==> src/rtl/cpl_pkg.sv <==
// ----------------------------------------------------------------------------
// cpl_pkg
// Shared types and constants for the circular positional list: request and
// response structs, mode and status codes, node store write bundle.
// ----------------------------------------------------------------------------
package cpl_pkg;

    localparam int CAPACITY = 16;
    localparam int IDX_W    = (CAPACITY > 1) ? $clog2(CAPACITY) : 1;
    localparam int CNT_W    = $clog2(CAPACITY + 1);
    localparam int POS_W    = 8;
    localparam int LEN_W    = 5;
    localparam int VAL_W    = 32;
    localparam int CMP_W    = ((POS_W > CNT_W) ? POS_W : CNT_W) + 1;

    typedef enum logic [1:0] {
        MODE_INSERT = 2'd0,
        MODE_DELETE = 2'd1,
        MODE_DUMP   = 2'd2
    } t_mode;

    typedef enum logic [1:0] {
        ST_OK     = 2'd0,
        ST_BADPOS = 2'd1,
        ST_FULL   = 2'd2,
        ST_EMPTY  = 2'd3
    } t_status;

    typedef struct packed {
        logic [1:0]              mode;
        logic signed [VAL_W-1:0] value;
        logic [POS_W-1:0]        position;
    } t_req;

    typedef struct packed {
        t_status                 status;
        logic signed [VAL_W-1:0] element;
        logic [LEN_W-1:0]        length;
        logic                    final_flag;
    } t_rsp;

    typedef struct packed {
        logic             val_we;
        logic [IDX_W-1:0] val_addr;
        logic [VAL_W-1:0] val_data;
        logic             link_we;
        logic [IDX_W-1:0] link_addr;
        logic [IDX_W-1:0] link_data;
    } t_store_wr;

    typedef enum logic [2:0] {
        S_IDLE,
        S_DECIDE,
        S_WALK,
        S_WRITE,
        S_DUMP,
        S_RESP
    } t_state;

endpackage

==> src/rtl/circular_positional_list_top.sv <==
// ----------------------------------------------------------------------------
// circular_positional_list_top
// Bounded singly circular list of signed values with positional insert,
// positional delete and an in-order dump.
//
//   channel  | handshake                 | payload
//   ---------+---------------------------+--------
//   request  | i_req_valid / o_req_ready | i_req
//   response | o_rsp_valid / i_rsp_ready | o_rsp
//
// One request at a time. A request settled at decode (rejected, first insert,
// last delete, unused mode) goes straight from decode to the response. Insert
// at either end and delete at the head start from the tail with no hops; any
// other insert or delete at position p first walks the links from the head,
// one hop per cycle through the node store read port. A dump of n elements
// gives n responses, the last one flagged final. Reset frees every node and
// empties the list. A stalled response holds the sequencer; a new request is taken as soon as the sequencer idles.
// ----------------------------------------------------------------------------
module circular_positional_list_top
    import cpl_pkg::*;
(
    input  logic i_clk,
    input  logic i_rst_n,
    input  logic i_req_valid,
    output logic o_req_ready,
    input  t_req i_req,
    output logic o_rsp_valid,
    input  logic i_rsp_ready,
    output t_rsp o_rsp
);

    t_state            r_state, n_state;
    t_req              r_req, n_req;
    logic [CAPACITY-1:0] r_free, n_free;
    logic [IDX_W-1:0]  r_head, n_head;
    logic [IDX_W-1:0]  r_tail, n_tail;
    logic [CNT_W-1:0]  r_count, n_count;
    logic [IDX_W-1:0]  r_cur, n_cur;
    logic [IDX_W-1:0]  r_left, n_left;
    logic [IDX_W-1:0]  r_prev, n_prev;
    logic [IDX_W-1:0]  r_node, n_node;
    logic [CNT_W-1:0]  r_k, n_k;
    t_status           r_status, n_status;
    logic              r_rsp_valid, n_rsp_valid;
    t_rsp              r_rsp, n_rsp;

    t_store_wr         wr;
    logic [IDX_W-1:0]  rd_addr;
    logic [VAL_W-1:0]  rd_val;
    logic [IDX_W-1:0]  rd_link;

    logic              out_free;
    logic [CMP_W-1:0]  pos_x, cnt_x;
    logic              ins_bad, is_full, del_bad, at_edge, pos_first, pos_last;
    logic              dump_last;
    logic [IDX_W-1:0]  low_free;
    logic [IDX_W-1:0]  start_node, start_hops;

    cpl_store u_store (
        .i_clk     (i_clk),
        .i_wr      (wr),
        .i_rd_addr (rd_addr),
        .o_val     (rd_val),
        .o_link    (rd_link)
    );

    assign out_free  = !r_rsp_valid || i_rsp_ready;
    assign pos_x     = CMP_W'(r_req.position);
    assign cnt_x     = CMP_W'(r_count);
    assign ins_bad   = (pos_x == '0) || (pos_x > cnt_x + CMP_W'(1));
    assign is_full   = (r_count == CNT_W'(CAPACITY));
    assign del_bad   = (pos_x == '0) || (pos_x > cnt_x);
    assign pos_first = (pos_x == CMP_W'(1));
    assign pos_last  = (r_req.mode == MODE_INSERT) ? (pos_x == cnt_x + CMP_W'(1))
                                                   : (pos_x == cnt_x);
    assign at_edge   = pos_first || ((r_req.mode == MODE_INSERT) && pos_last);
    assign start_node = at_edge ? r_tail : r_head;
    assign start_hops = at_edge ? '0 : IDX_W'(pos_x - CMP_W'(2));
    assign dump_last = (r_k + CNT_W'(1) == r_count);

    always_comb begin
        low_free = '0;
        for (int i = CAPACITY - 1; i >= 0; i--) begin
            if (r_free[i]) begin
                low_free = IDX_W'(i);
            end
        end
    end

    // next state
    always_comb begin
        n_state = r_state;
        case (r_state)
            S_IDLE: begin
                if (i_req_valid) begin
                    n_state = S_DECIDE;
                end
            end
            S_DECIDE: begin
                case (r_req.mode)
                    MODE_INSERT: begin
                        if (ins_bad || is_full || r_count == '0) begin
                            n_state = S_RESP;
                        end else begin
                            n_state = S_WALK;
                        end
                    end
                    MODE_DELETE: begin
                        if (r_count == '0 || del_bad || r_count == CNT_W'(1)) begin
                            n_state = S_RESP;
                        end else begin
                            n_state = S_WALK;
                        end
                    end
                    MODE_DUMP: begin
                        n_state = (r_count == '0) ? S_RESP : S_DUMP;
                    end
                    default: n_state = S_RESP;
                endcase
            end
            S_WALK: begin
                if (r_left == '0) begin
                    n_state = S_WRITE;
                end
            end
            S_WRITE: n_state = S_RESP;
            S_DUMP: begin
                if (out_free && dump_last) begin
                    n_state = S_IDLE;
                end
            end
            S_RESP: begin
                if (out_free) begin
                    n_state = S_IDLE;
                end
            end
            default: n_state = S_IDLE;
        endcase
    end

    // datapath and outputs
    always_comb begin
        n_req       = r_req;
        n_free      = r_free;
        n_head      = r_head;
        n_tail      = r_tail;
        n_count     = r_count;
        n_cur       = r_cur;
        n_left      = r_left;
        n_prev      = r_prev;
        n_node      = r_node;
        n_k         = r_k;
        n_status    = r_status;
        n_rsp_valid = r_rsp_valid && !i_rsp_ready;
        n_rsp       = r_rsp;
        rd_addr     = r_cur;
        wr          = '0;
        o_req_ready = 1'b0;

        case (r_state)
            S_IDLE: begin
                o_req_ready = 1'b1;
                if (i_req_valid) begin
                    n_req = i_req;
                end
            end
            S_DECIDE: begin
                n_status = ST_OK;
                n_cur    = start_node;
                n_left   = start_hops;
                rd_addr  = start_node;
                case (r_req.mode)
                    MODE_INSERT: begin
                        n_node = low_free;
                        if (ins_bad) begin
                            n_status = ST_BADPOS;
                        end else if (is_full) begin
                            n_status = ST_FULL;
                        end else if (r_count == '0) begin
                            wr.val_we    = 1'b1;
                            wr.val_addr  = low_free;
                            wr.val_data  = r_req.value;
                            wr.link_we   = 1'b1;
                            wr.link_addr = low_free;
                            wr.link_data = low_free;
                            n_head       = low_free;
                            n_tail       = low_free;
                            n_free[low_free] = 1'b0;
                            n_count      = CNT_W'(1);
                        end
                    end
                    MODE_DELETE: begin
                        if (r_count == '0) begin
                            n_status = ST_EMPTY;
                        end else if (del_bad) begin
                            n_status = ST_BADPOS;
                        end else if (r_count == CNT_W'(1)) begin
                            n_free[r_head] = 1'b1;
                            n_head  = '0;
                            n_tail  = '0;
                            n_count = '0;
                        end
                    end
                    MODE_DUMP: begin
                        n_cur   = r_head;
                        rd_addr = r_head;
                        n_k     = '0;
                        if (r_count == '0) begin
                            n_status = ST_EMPTY;
                        end
                    end
                    default: n_status = ST_BADPOS;
                endcase
            end
            S_WALK: begin
                rd_addr = rd_link;
                if (r_left != '0) begin
                    n_cur  = rd_link;
                    n_left = r_left - IDX_W'(1);
                end else begin
                    n_prev = r_cur;
                    if (r_req.mode == MODE_INSERT) begin
                        wr.val_we    = 1'b1;
                        wr.val_addr  = r_node;
                        wr.val_data  = r_req.value;
                        wr.link_we   = 1'b1;
                        wr.link_addr = r_node;
                        wr.link_data = rd_link;
                    end else begin
                        n_node = rd_link;
                    end
                end
            end
            S_WRITE: begin
                wr.link_we   = 1'b1;
                wr.link_addr = r_prev;
                if (r_req.mode == MODE_INSERT) begin
                    wr.link_data = r_node;
                    if (pos_first) begin
                        n_head = r_node;
                    end
                    if (pos_last) begin
                        n_tail = r_node;
                    end
                    n_free[r_node] = 1'b0;
                    n_count = r_count + CNT_W'(1);
                end else begin
                    wr.link_data = rd_link;
                    if (pos_first) begin
                        n_head = rd_link;
                    end
                    if (pos_last) begin
                        n_tail = r_prev;
                    end
                    n_free[r_node] = 1'b1;
                    n_count = r_count - CNT_W'(1);
                end
            end
            S_DUMP: begin
                if (out_free) begin
                    rd_addr               = rd_link;
                    n_cur                 = rd_link;
                    n_k                   = r_k + CNT_W'(1);
                    n_rsp_valid           = 1'b1;
                    n_rsp.status          = ST_OK;
                    n_rsp.element         = rd_val;
                    n_rsp.length          = LEN_W'(r_count);
                    n_rsp.final_flag      = dump_last;
                end
            end
            S_RESP: begin
                if (out_free) begin
                    n_rsp_valid      = 1'b1;
                    n_rsp.status     = r_status;
                    n_rsp.element    = '0;
                    n_rsp.length     = LEN_W'(r_count);
                    n_rsp.final_flag = 1'b1;
                end
            end
            default: ;
        endcase
    end

    always_ff @(posedge i_clk) begin
        if (!i_rst_n) begin
            r_state     <= S_IDLE;
            r_free      <= '1;
            r_head      <= '0;
            r_tail      <= '0;
            r_count     <= '0;
            r_rsp_valid <= 1'b0;
        end else begin
            r_state     <= n_state;
            r_free      <= n_free;
            r_head      <= n_head;
            r_tail      <= n_tail;
            r_count     <= n_count;
            r_rsp_valid <= n_rsp_valid;
        end
    end

    always_ff @(posedge i_clk) begin
        r_req    <= n_req;
        r_cur    <= n_cur;
        r_left   <= n_left;
        r_prev   <= n_prev;
        r_node   <= n_node;
        r_k      <= n_k;
        r_status <= n_status;
        r_rsp    <= n_rsp;
    end

    assign o_rsp_valid = r_rsp_valid;
    assign o_rsp       = r_rsp;

endmodule

==> src/rtl/cpl_store.sv <==
// ----------------------------------------------------------------------------
// cpl_store
// Node store: value memory and link memory, one write port each, one shared
// read address, registered read data.
// ----------------------------------------------------------------------------
module cpl_store
    import cpl_pkg::*;
(
    input  logic             i_clk,
    input  t_store_wr        i_wr,
    input  logic [IDX_W-1:0] i_rd_addr,
    output logic [VAL_W-1:0] o_val,
    output logic [IDX_W-1:0] o_link
);

    logic [VAL_W-1:0] mem_val  [CAPACITY];
    logic [IDX_W-1:0] mem_link [CAPACITY];
    logic [VAL_W-1:0] r_val;
    logic [IDX_W-1:0] r_link;

    always_ff @(posedge i_clk) begin
        if (i_wr.val_we) begin
            mem_val[i_wr.val_addr] <= i_wr.val_data;
        end
        if (i_wr.link_we) begin
            mem_link[i_wr.link_addr] <= i_wr.link_data;
        end
        r_val  <= mem_val[i_rd_addr];
        r_link <= mem_link[i_rd_addr];
    end

    assign o_val  = r_val;
    assign o_link = r_link;

endmodule
==> config.mk <==
export PLATFORM = sky130hd
export DESIGN_NAME = circular_positional_list_top
export DESIGN_NICKNAME = d
export VERILOG_FILES = /design/src/rtl/cpl_pkg.sv /design/src/rtl/circular_positional_list_top.sv /design/src/rtl/cpl_store.sv
export SDC_FILE = /design/constraint.sdc
export NUM_CORES = 1
export LEC_CHECK = 0
export ABC_CLOCK_PERIOD_IN_PS = 9400
export BUFFER_PORTS_ARGS = -buffer_cell sky130_fd_sc_hd__buf_2
export CORE_UTILIZATION = 40
export DETAILED_ROUTE_END_ITERATION = 7
export PLACE_DENSITY = 0.51
export SYNTH_ARGS = -nofsm -noshare
export SYNTH_HDL_FRONTEND = slang
export SYNTH_SLANG_ARGS = --single-unit
==> constraint.sdc <==
create_clock -name i_clk -period 9.4 [get_ports i_clk]
set_clock_uncertainty 0.05 [all_clocks]
set_input_delay 1.41 -clock i_clk [delete_from_list [all_inputs] [get_ports i_clk]]
set_output_delay 1.41 -clock i_clk [all_outputs]
set_load 0.01 [all_outputs]
### After elaboration in Yosys (flattened, before gate mapping)

Memory sizes are Yosys's and may differ from the RTL's. A register that Yosys moved wholly into a read port is not among the register bits.
Index checks and enable logic that the tools add are counted.

| cells by class | value |
|---|---|
| reduce and logical (&&, ||, !) cells | 39 |
| multiplexer cells | 105 |
| eq/ne operators | 31 |
| bitwise logic cells | 7 |
| order comparisons | 8 |
| add/subtract/negate cells | 6 |

Operators by type and width:

| kind | number |
|---|---|
| 2-to-1 mux 46 bit | 6 |
| 2-to-1 mux 4 bit | 37 |
| 2-to-1 mux 16 bit | 7 |
| 2-to-1 mux 40 bit | 2 |
| one-hot mux 40 bit (2 select lines) | 1 |
| one-hot mux 37 bit (2 select lines) | 1 |
| one-hot mux 16 bit (2 select lines) | 2 |
| 2-to-1 mux 5 bit | 9 |
| one-hot mux 4 bit (2 select lines) | 5 |
| bitwise AND 16 bit | 2 |
| inverter 16 bit | 2 |
| OR 16 bit | 2 |
| one-hot mux 5 bit (2 select lines) | 3 |
| one-hot mux 9 bit (3 select lines) | 1 |
| one-hot mux 4 bit (3 select lines) | 2 |
| inequality test 2 bit (second input constant) | 10 |
| 2-to-1 mux 3 bit | 6 |
| inequality test 3 bit (second input constant) | 6 |
| one-hot mux 3 bit (6 select lines) | 1 |
| AND reduction 9 bit | 2 |
| less-than comparator 4 x 5 -> 1 bit (second input constant) | 3 |
| 2-to-1 mux 1 bit | 13 |
| demux 1 bit (select 4 bit) | 3 |
| greater-or-equal comparator 4 x 1 -> 1 bit (second input constant) | 3 |
| 40 further kinds | 67 |

| storage, ports and cells | value |
|---|---|
| output and inout bits | 42 |
| word-level logic and storage cells | 217 |
| RAM bits | 576 |
| memories kept | 2 |
| register bits after elaboration | 138 |
| bits of input ports | 46 |

Memory list:

| name | depth | width | rd ports | clocked after memory_dff | wr ports | RTL line | source |
|---|---|---|---|---|---|---|---|
| u_store.mem_val | 16 | 32 | 1 | 1 | 1 | cpl_store.sv:16 | `logic [VAL_W-1:0] mem_val [CAPACITY];` |
| u_store.mem_link | 16 | 4 | 1 | 1 | 1 | cpl_store.sv:17 | `logic [IDX_W-1:0] mem_link [CAPACITY];` |

### Longest topological paths before layout

| logic depth | value |
|---|---|
| depth in word-level cells | 27 |
| mapped depth | 16 |
| mapped depth without buffers | 12 |

### Hierarchy

From an unflattened synthesis, not the netlist that was laid out.

| unflattened totals | value |
|---|---|
| cell total of the unflattened synthesis | 1745 |
| area, all modules | 30294.1 µm² |

By module, submodules not included:

| module | cells each | times used | area an instance (µm²) |
|---|---|---|---|
| cpl_store | 961 | 1 | 22429.0 |
| circular_positional_list_top | 784 | 1 | 7865.0 |

### Least setup slack after synthesis

Ideal clock, no wire load.

| timing | value |
|---|---|
| path kind | reg-to-reg |
| start point | reg r_count[0] |
| end point | mem u_store.mem_val[2][0], enable pin |
| period minus slack after synthesis | 4.650 ns |
| data arrival time | 4.179 ns |
| stages on the path, launching flop included | 13 |
| buffers on the path | 0 |
| setup slack | 4.750 ns |
| cell sequence | dfxtp_1 ha_1 nand3_1 xnor2_1 ha_1 and3_1 o21a_1 o31ai_1 a21o_1 nand2_1 o31ai_1 nand2_1 nor2_1 |

| on the way | value |
|---|---|
| longest elaborated chain between the ends | 8 |
| elaborated cells between the ends (all ways) | 12 |
| those cells by class | add/sub: 1; order compare: 1; eq/ne: 1; mux: 7; reduce/logical: 2 |

RTL lines:

| item | RTL line | source |
|---|---|---|
| start: declaration | circular_positional_list_top.sv:37 | `logic [CNT_W-1:0] r_count, n_count;` |
| start signal: assignment | circular_positional_list_top.sv:297 | `r_count <= n_count;` |
| adder 5 x 1 -> 6 bit / zero test 5 bit (equally long branches) | circular_positional_list_top.sv:70, circular_positional_list_top.sv:179 |  |
| > comparator 8 x 6 -> 1 bit / 2-to-1 mux 46 bit (equally long branches) | circular_positional_list_top.sv:70, circular_positional_list_top.sv:179 |  |
| logical OR 1 bit / 2-to-1 mux 46 bit (equally long branches) | circular_positional_list_top.sv:70, circular_positional_list_top.sv:177 |  |
| 2-to-1 mux 46 bit (*) | circular_positional_list_top.sv:175 | `if (ins_bad) begin` |
| 2-to-1 mux 46 bit (*) | circular_positional_list_top.sv:172 | `case (r_req.mode)` |
| one-hot mux 37 bit (2 select lines) (*) | circular_positional_list_top.sv:160 | `case (r_state)` |
| 2-to-1 mux 1 bit | cpl_store.sv:22 | `if (i_wr.val_we) begin` |
| 2-to-1 mux 1 bit (not written as such) | cpl_store.sv:23 | `mem_val[i_wr.val_addr] <= i_wr.val_data;` |
| end: declaration | cpl_store.sv:16 |  |

Mark *: on every way between the ends. The rest lies on a longest branch, timed or not.

### Final worst setup path

| timing | value |
|---|---|
| start point | reg r_count[4] |
| end point | reg u_store.r_val[8] (netlist: u_store.o_val[8]), read port of u_store.mem_val |

| on the way | value |
|---|---|
| longest elaborated chain between the ends | 8 |
| elaborated cells between the ends (all ways) | 9 |
| those cells by class | add/sub: 1; eq/ne: 2; mux: 4; reduce/logical: 2 |

RTL lines:

| item | RTL line | source |
|---|---|---|
| adder 5 x 1 -> 6 bit | circular_positional_list_top.sv:74 | `assign pos_last = (r_req.mode == MODE_INSERT) ? (pos_x == cnt_x + CMP_W'(1))` |
| equality test 8 x 6 -> 1 bit | circular_positional_list_top.sv:74 |  |
| 2-to-1 mux 1 bit (*) | circular_positional_list_top.sv:74 |  |
| logical AND 1 bit (*) | circular_positional_list_top.sv:76 | `assign at_edge = pos_first \|\| ((r_req.mode == MODE_INSERT) && pos_last);` |
| logical OR 1 bit (*) | circular_positional_list_top.sv:76 |  |
| 2-to-1 mux 4 bit (*) | circular_positional_list_top.sv:77 | `assign start_node = at_edge ? r_tail : r_head;` |
| 2-to-1 mux 4 bit (*) | circular_positional_list_top.sv:172 |  |
| one-hot mux 4 bit (3 select lines) (*) | circular_positional_list_top.sv:160 |  |
| end: declaration | cpl_store.sv:18 | `logic [VAL_W-1:0] r_val;` |

Marked as above.
A chain may end at the register's enable or synchronous reset.

==> impl_metrics.env <==
export IMPL_layout_commonest_cell="edfxtp_1"
export IMPL_port_buffers=87
export IMPL_drv_cap=0
export IMPL_grt_pass1_wl_um=137300
export IMPL_synth_cell_types=75
export IMPL_placed_area_um2=33150
export IMPL_ant_nets=0
export IMPL_finalHoldViolCount=0
export IMPL_grt_pass1_vias=20770
export IMPL_dieWidth_um=282.5
export IMPL_rows=102
export IMPL_yosysSeqAreaShare_pct=69.38
export IMPL_most_common_layout_cells="edfxtp_1, nand2_1, and3_1, a21oi_1, buf_2"
export IMPL_worst_r2r_cell_count=13
export IMPL_firstDrtPassIters=7
export IMPL_area_growth_syn_to_layout_pct=13.85
export IMPL_rsz0062_at_grt="no"
export IMPL_dp_cells=3318
export IMPL_max_freq_mhz=183.7
export IMPL_grt_max_degree=118
export IMPL_path_max_fanout=66
export IMPL_routed_via_density=5.986
export IMPL_clock_path_buffers=3
export IMPL_grt_busiest_layer="met2"
export IMPL_synthFlopType="edfxtp_1"
export IMPL_start_util_pct=40.55
export IMPL_gp_congestion=0.8619
export IMPL_gr_usage_met3_pct=3.230
export IMPL_fin_nets=2425
export IMPL_root_buffer="clkbuf_16"
export IMPL_num_antenna_cells=0
export IMPL_finalNonFillerCells=3465
export IMPL_synth_nets=2375
export IMPL_drt_iter0_markers=1887
export IMPL_r2r_slack_ns=3.96
export IMPL_drv_slew=0
export IMPL_fill_cells=7000
export IMPL_powerDensity_nw_per_um2=227.5
export IMPL_timing_critical_path_from_type="flip-flop"
export IMPL_vias=20740
export IMPL_antenna_found_initial=1
export IMPL_synth_edff_count=681
export IMPL_critPathArrivalTime_ns=5.94
export IMPL_cts_buffers=81
export IMPL_ys_ff_latch=750
export IMPL_crit_start="r_count[4]"
export IMPL_hold_class="flip-flop to flip-flop"
export IMPL_core_region_area_um2=77590
export IMPL_gr_total_overflow=0
export IMPL_place_hpwl_um=50340
export IMPL_drive_above_1_share_pct=15.38
export IMPL_setup_tns_ns=0
export IMPL_yosysWarningCount=0
export IMPL_crit_required_ns=9.90
export IMPL_cts_resized=0
export IMPL_cts_hold_buf=0
export IMPL_dieHeight_um=282.5
export IMPL_clock_sinks=750
export IMPL_use_met2_pct=38.30
export IMPL_syn_area_per_cell_um2=13.62
export IMPL_globalRouteMet1Util_pct=31.98
export IMPL_crit_type="flip-flop to flip-flop"
export IMPL_power_leakage_nw=11.99
export IMPL_relSlewSlack_pct=10.57
export IMPL_htree_levels=3
export IMPL_synth_area_um2=31470
export IMPL_wirelength_um=92580
export IMPL_irDropWorstVdd_mv=0.1406
export IMPL_post_cts_buffers=0
export IMPL_ios=88
export IMPL_outcome="completed"
export IMPL_die_area_um2=79790
export IMPL_clkLatencyLatePin_ns=0.64
export IMPL_r2r_start="r_count[4]"
export IMPL_crit_path_end="u_store.o_val[8]"
export IMPL_synthCells=2311
export IMPL_tightest_slew_ns=1.337
export IMPL_drc_errors=0
export IMPL_setup_violations=0
export IMPL_final_area_um2=35820
export IMPL_layout_min_cycle_time_ns=5.444
export IMPL_timing_rr_end="u_store.o_val[8]"
export IMPL_grt_usage_pct=23.35
export IMPL_async_reset_ff_share_pct=0
export IMPL_path_clk_slew_ns=0.06
export IMPL_cts_tree="yes"
export IMPL_cp_end_kind="flip-flop"
export IMPL_fin_crit_sh_pct=57.92
export IMPL_wl_per_cell_um=26.72
critical path, stage by stage, from the launching register on:
cell and delay (ns):
dfxtp_1 0.47, clkinv_1 0.30, or3_1 0.44, ha_1 0.31
and3_1 0.21, and3_1 0.21, o21ai_0 0.14, a222oi_1 0.61
o21a_4 0.54, buf_4 0.77, buf_4 0.62, a2111oi_0 0.16
a311o_1 0.36, o22ai_1 0.14
final cells by class:
cell class	count	area, um2	area share, %
Sequential cell	750	21830	60.94
Multi-Input combinational cell	1332	8979	25.06
Clock buffer	106	2212	6.175
Inverter	60	225.2	0.6287
Clock inverter	41	459.2	1.282
Timing Repair Buffer	136	815.8	2.277
Tap cell	1040	1301	3.632
cell usage after synthesis (68+ instances only):
cell type | instances | area [um2]
clkbuf_1 | 129 | 484.2
o211ai_1 | 70 | 525.5
a21oi_1 | 88 | 440.4
dfxtp_1 | 69 | 1381
nor2_1 | 81 | 304.0
nand2_1 | 157 | 589.3
mux2_2 | 68 | 765.7
and2_1 | 68 | 425.4
and3_1 | 89 | 556.8
o21ai_0 | 80 | 400.4
o22ai_1 | 86 | 538.0
edfxtp_1 | 681 | 20450
state kept, by name (all words and copies together) (netlist names), 4 cells and up, named ones only:
signal	cells
r_req	34
r_k	5
u_store.mem_link	64
u_store.mem_val	512
r_node	4
r_prev	4
r_left	4
r_head	4
o_rsp	40
r_cur	4
r_count	5
u_store.o_val	32
u_store.o_link	4
r_tail	4
pos_x	8
per-stage QoR:
| stage | total power [mW] | worst slack, ns | hold WS [ns] | utilization [%] |
|---|---|---|---|---|
| final | 8.149 | 3.956 | 0.4272 | 46.17 |
| after global routing | 8.437 | 3.659 | 0.4601 | 46.17 |
| after CTS | 8.214 | 4.000 | 0.4264 | 46.17 |
| after detailed placement | 5.043 | 3.577 | 0.4186 | 42.72 |
| after global placement | 5.035 | 3.720 | 0.4106 | 42.72 |
| after floorplan | 4.598 | 4.750 | 0.3564 | - |
kinds of logic after synthesis:
logic type / Yosys count / share of synthesized area, %
AO/OA/AOI/OAI: 612 / 13.91
buffers and inverters: 229 / 2.855
multiplexers: 74 / 2.628
XOR/XNOR: 15 / 0.4175
AND/OR/NAND/NOR: 613 / 10.09
flip-flops: 750 / 69.38
adder cells (fa/ha/maj): 18 / 0.7158
per-layer routing:
layer / wire, um / part of all wire, %
met5: 0 / 0
met4: 2662 / 2.9
met3: 5455 / 5.9
met2: 44380 / 48
met1: 40080 / 43
power by group:
| group | switching, mW | leakage (nW) | internal [mW] |
|---|---|---|---|
| Combinational | 0.747 | 3.74 | 0.380 |
| Sequential | 0.0955 | 6.95 | 3.75 |
| Clock | 1.34 | 1.30 | 1.84 |
worst min-delay path by stage:
stage / to / startpoint / slack (ns) / cells after the start
3_3_place_gp: r_tail[3] / r_tail[3] / 0.41 / 2
2_1_floorplan: o_rsp[3] / r_count[2] / 0.36 / 0
4_1_cts: r_tail[3] / r_tail[3] / 0.43 / 2
5_1_grt: r_tail[1] / r_tail[1] / 0.46 / 2
6_report: r_tail[1] / r_tail[1] / 0.43 / 2
3_5_place_dp: r_tail[3] / r_tail[3] / 0.42 / 2
(Power assumes the default switching activity.)
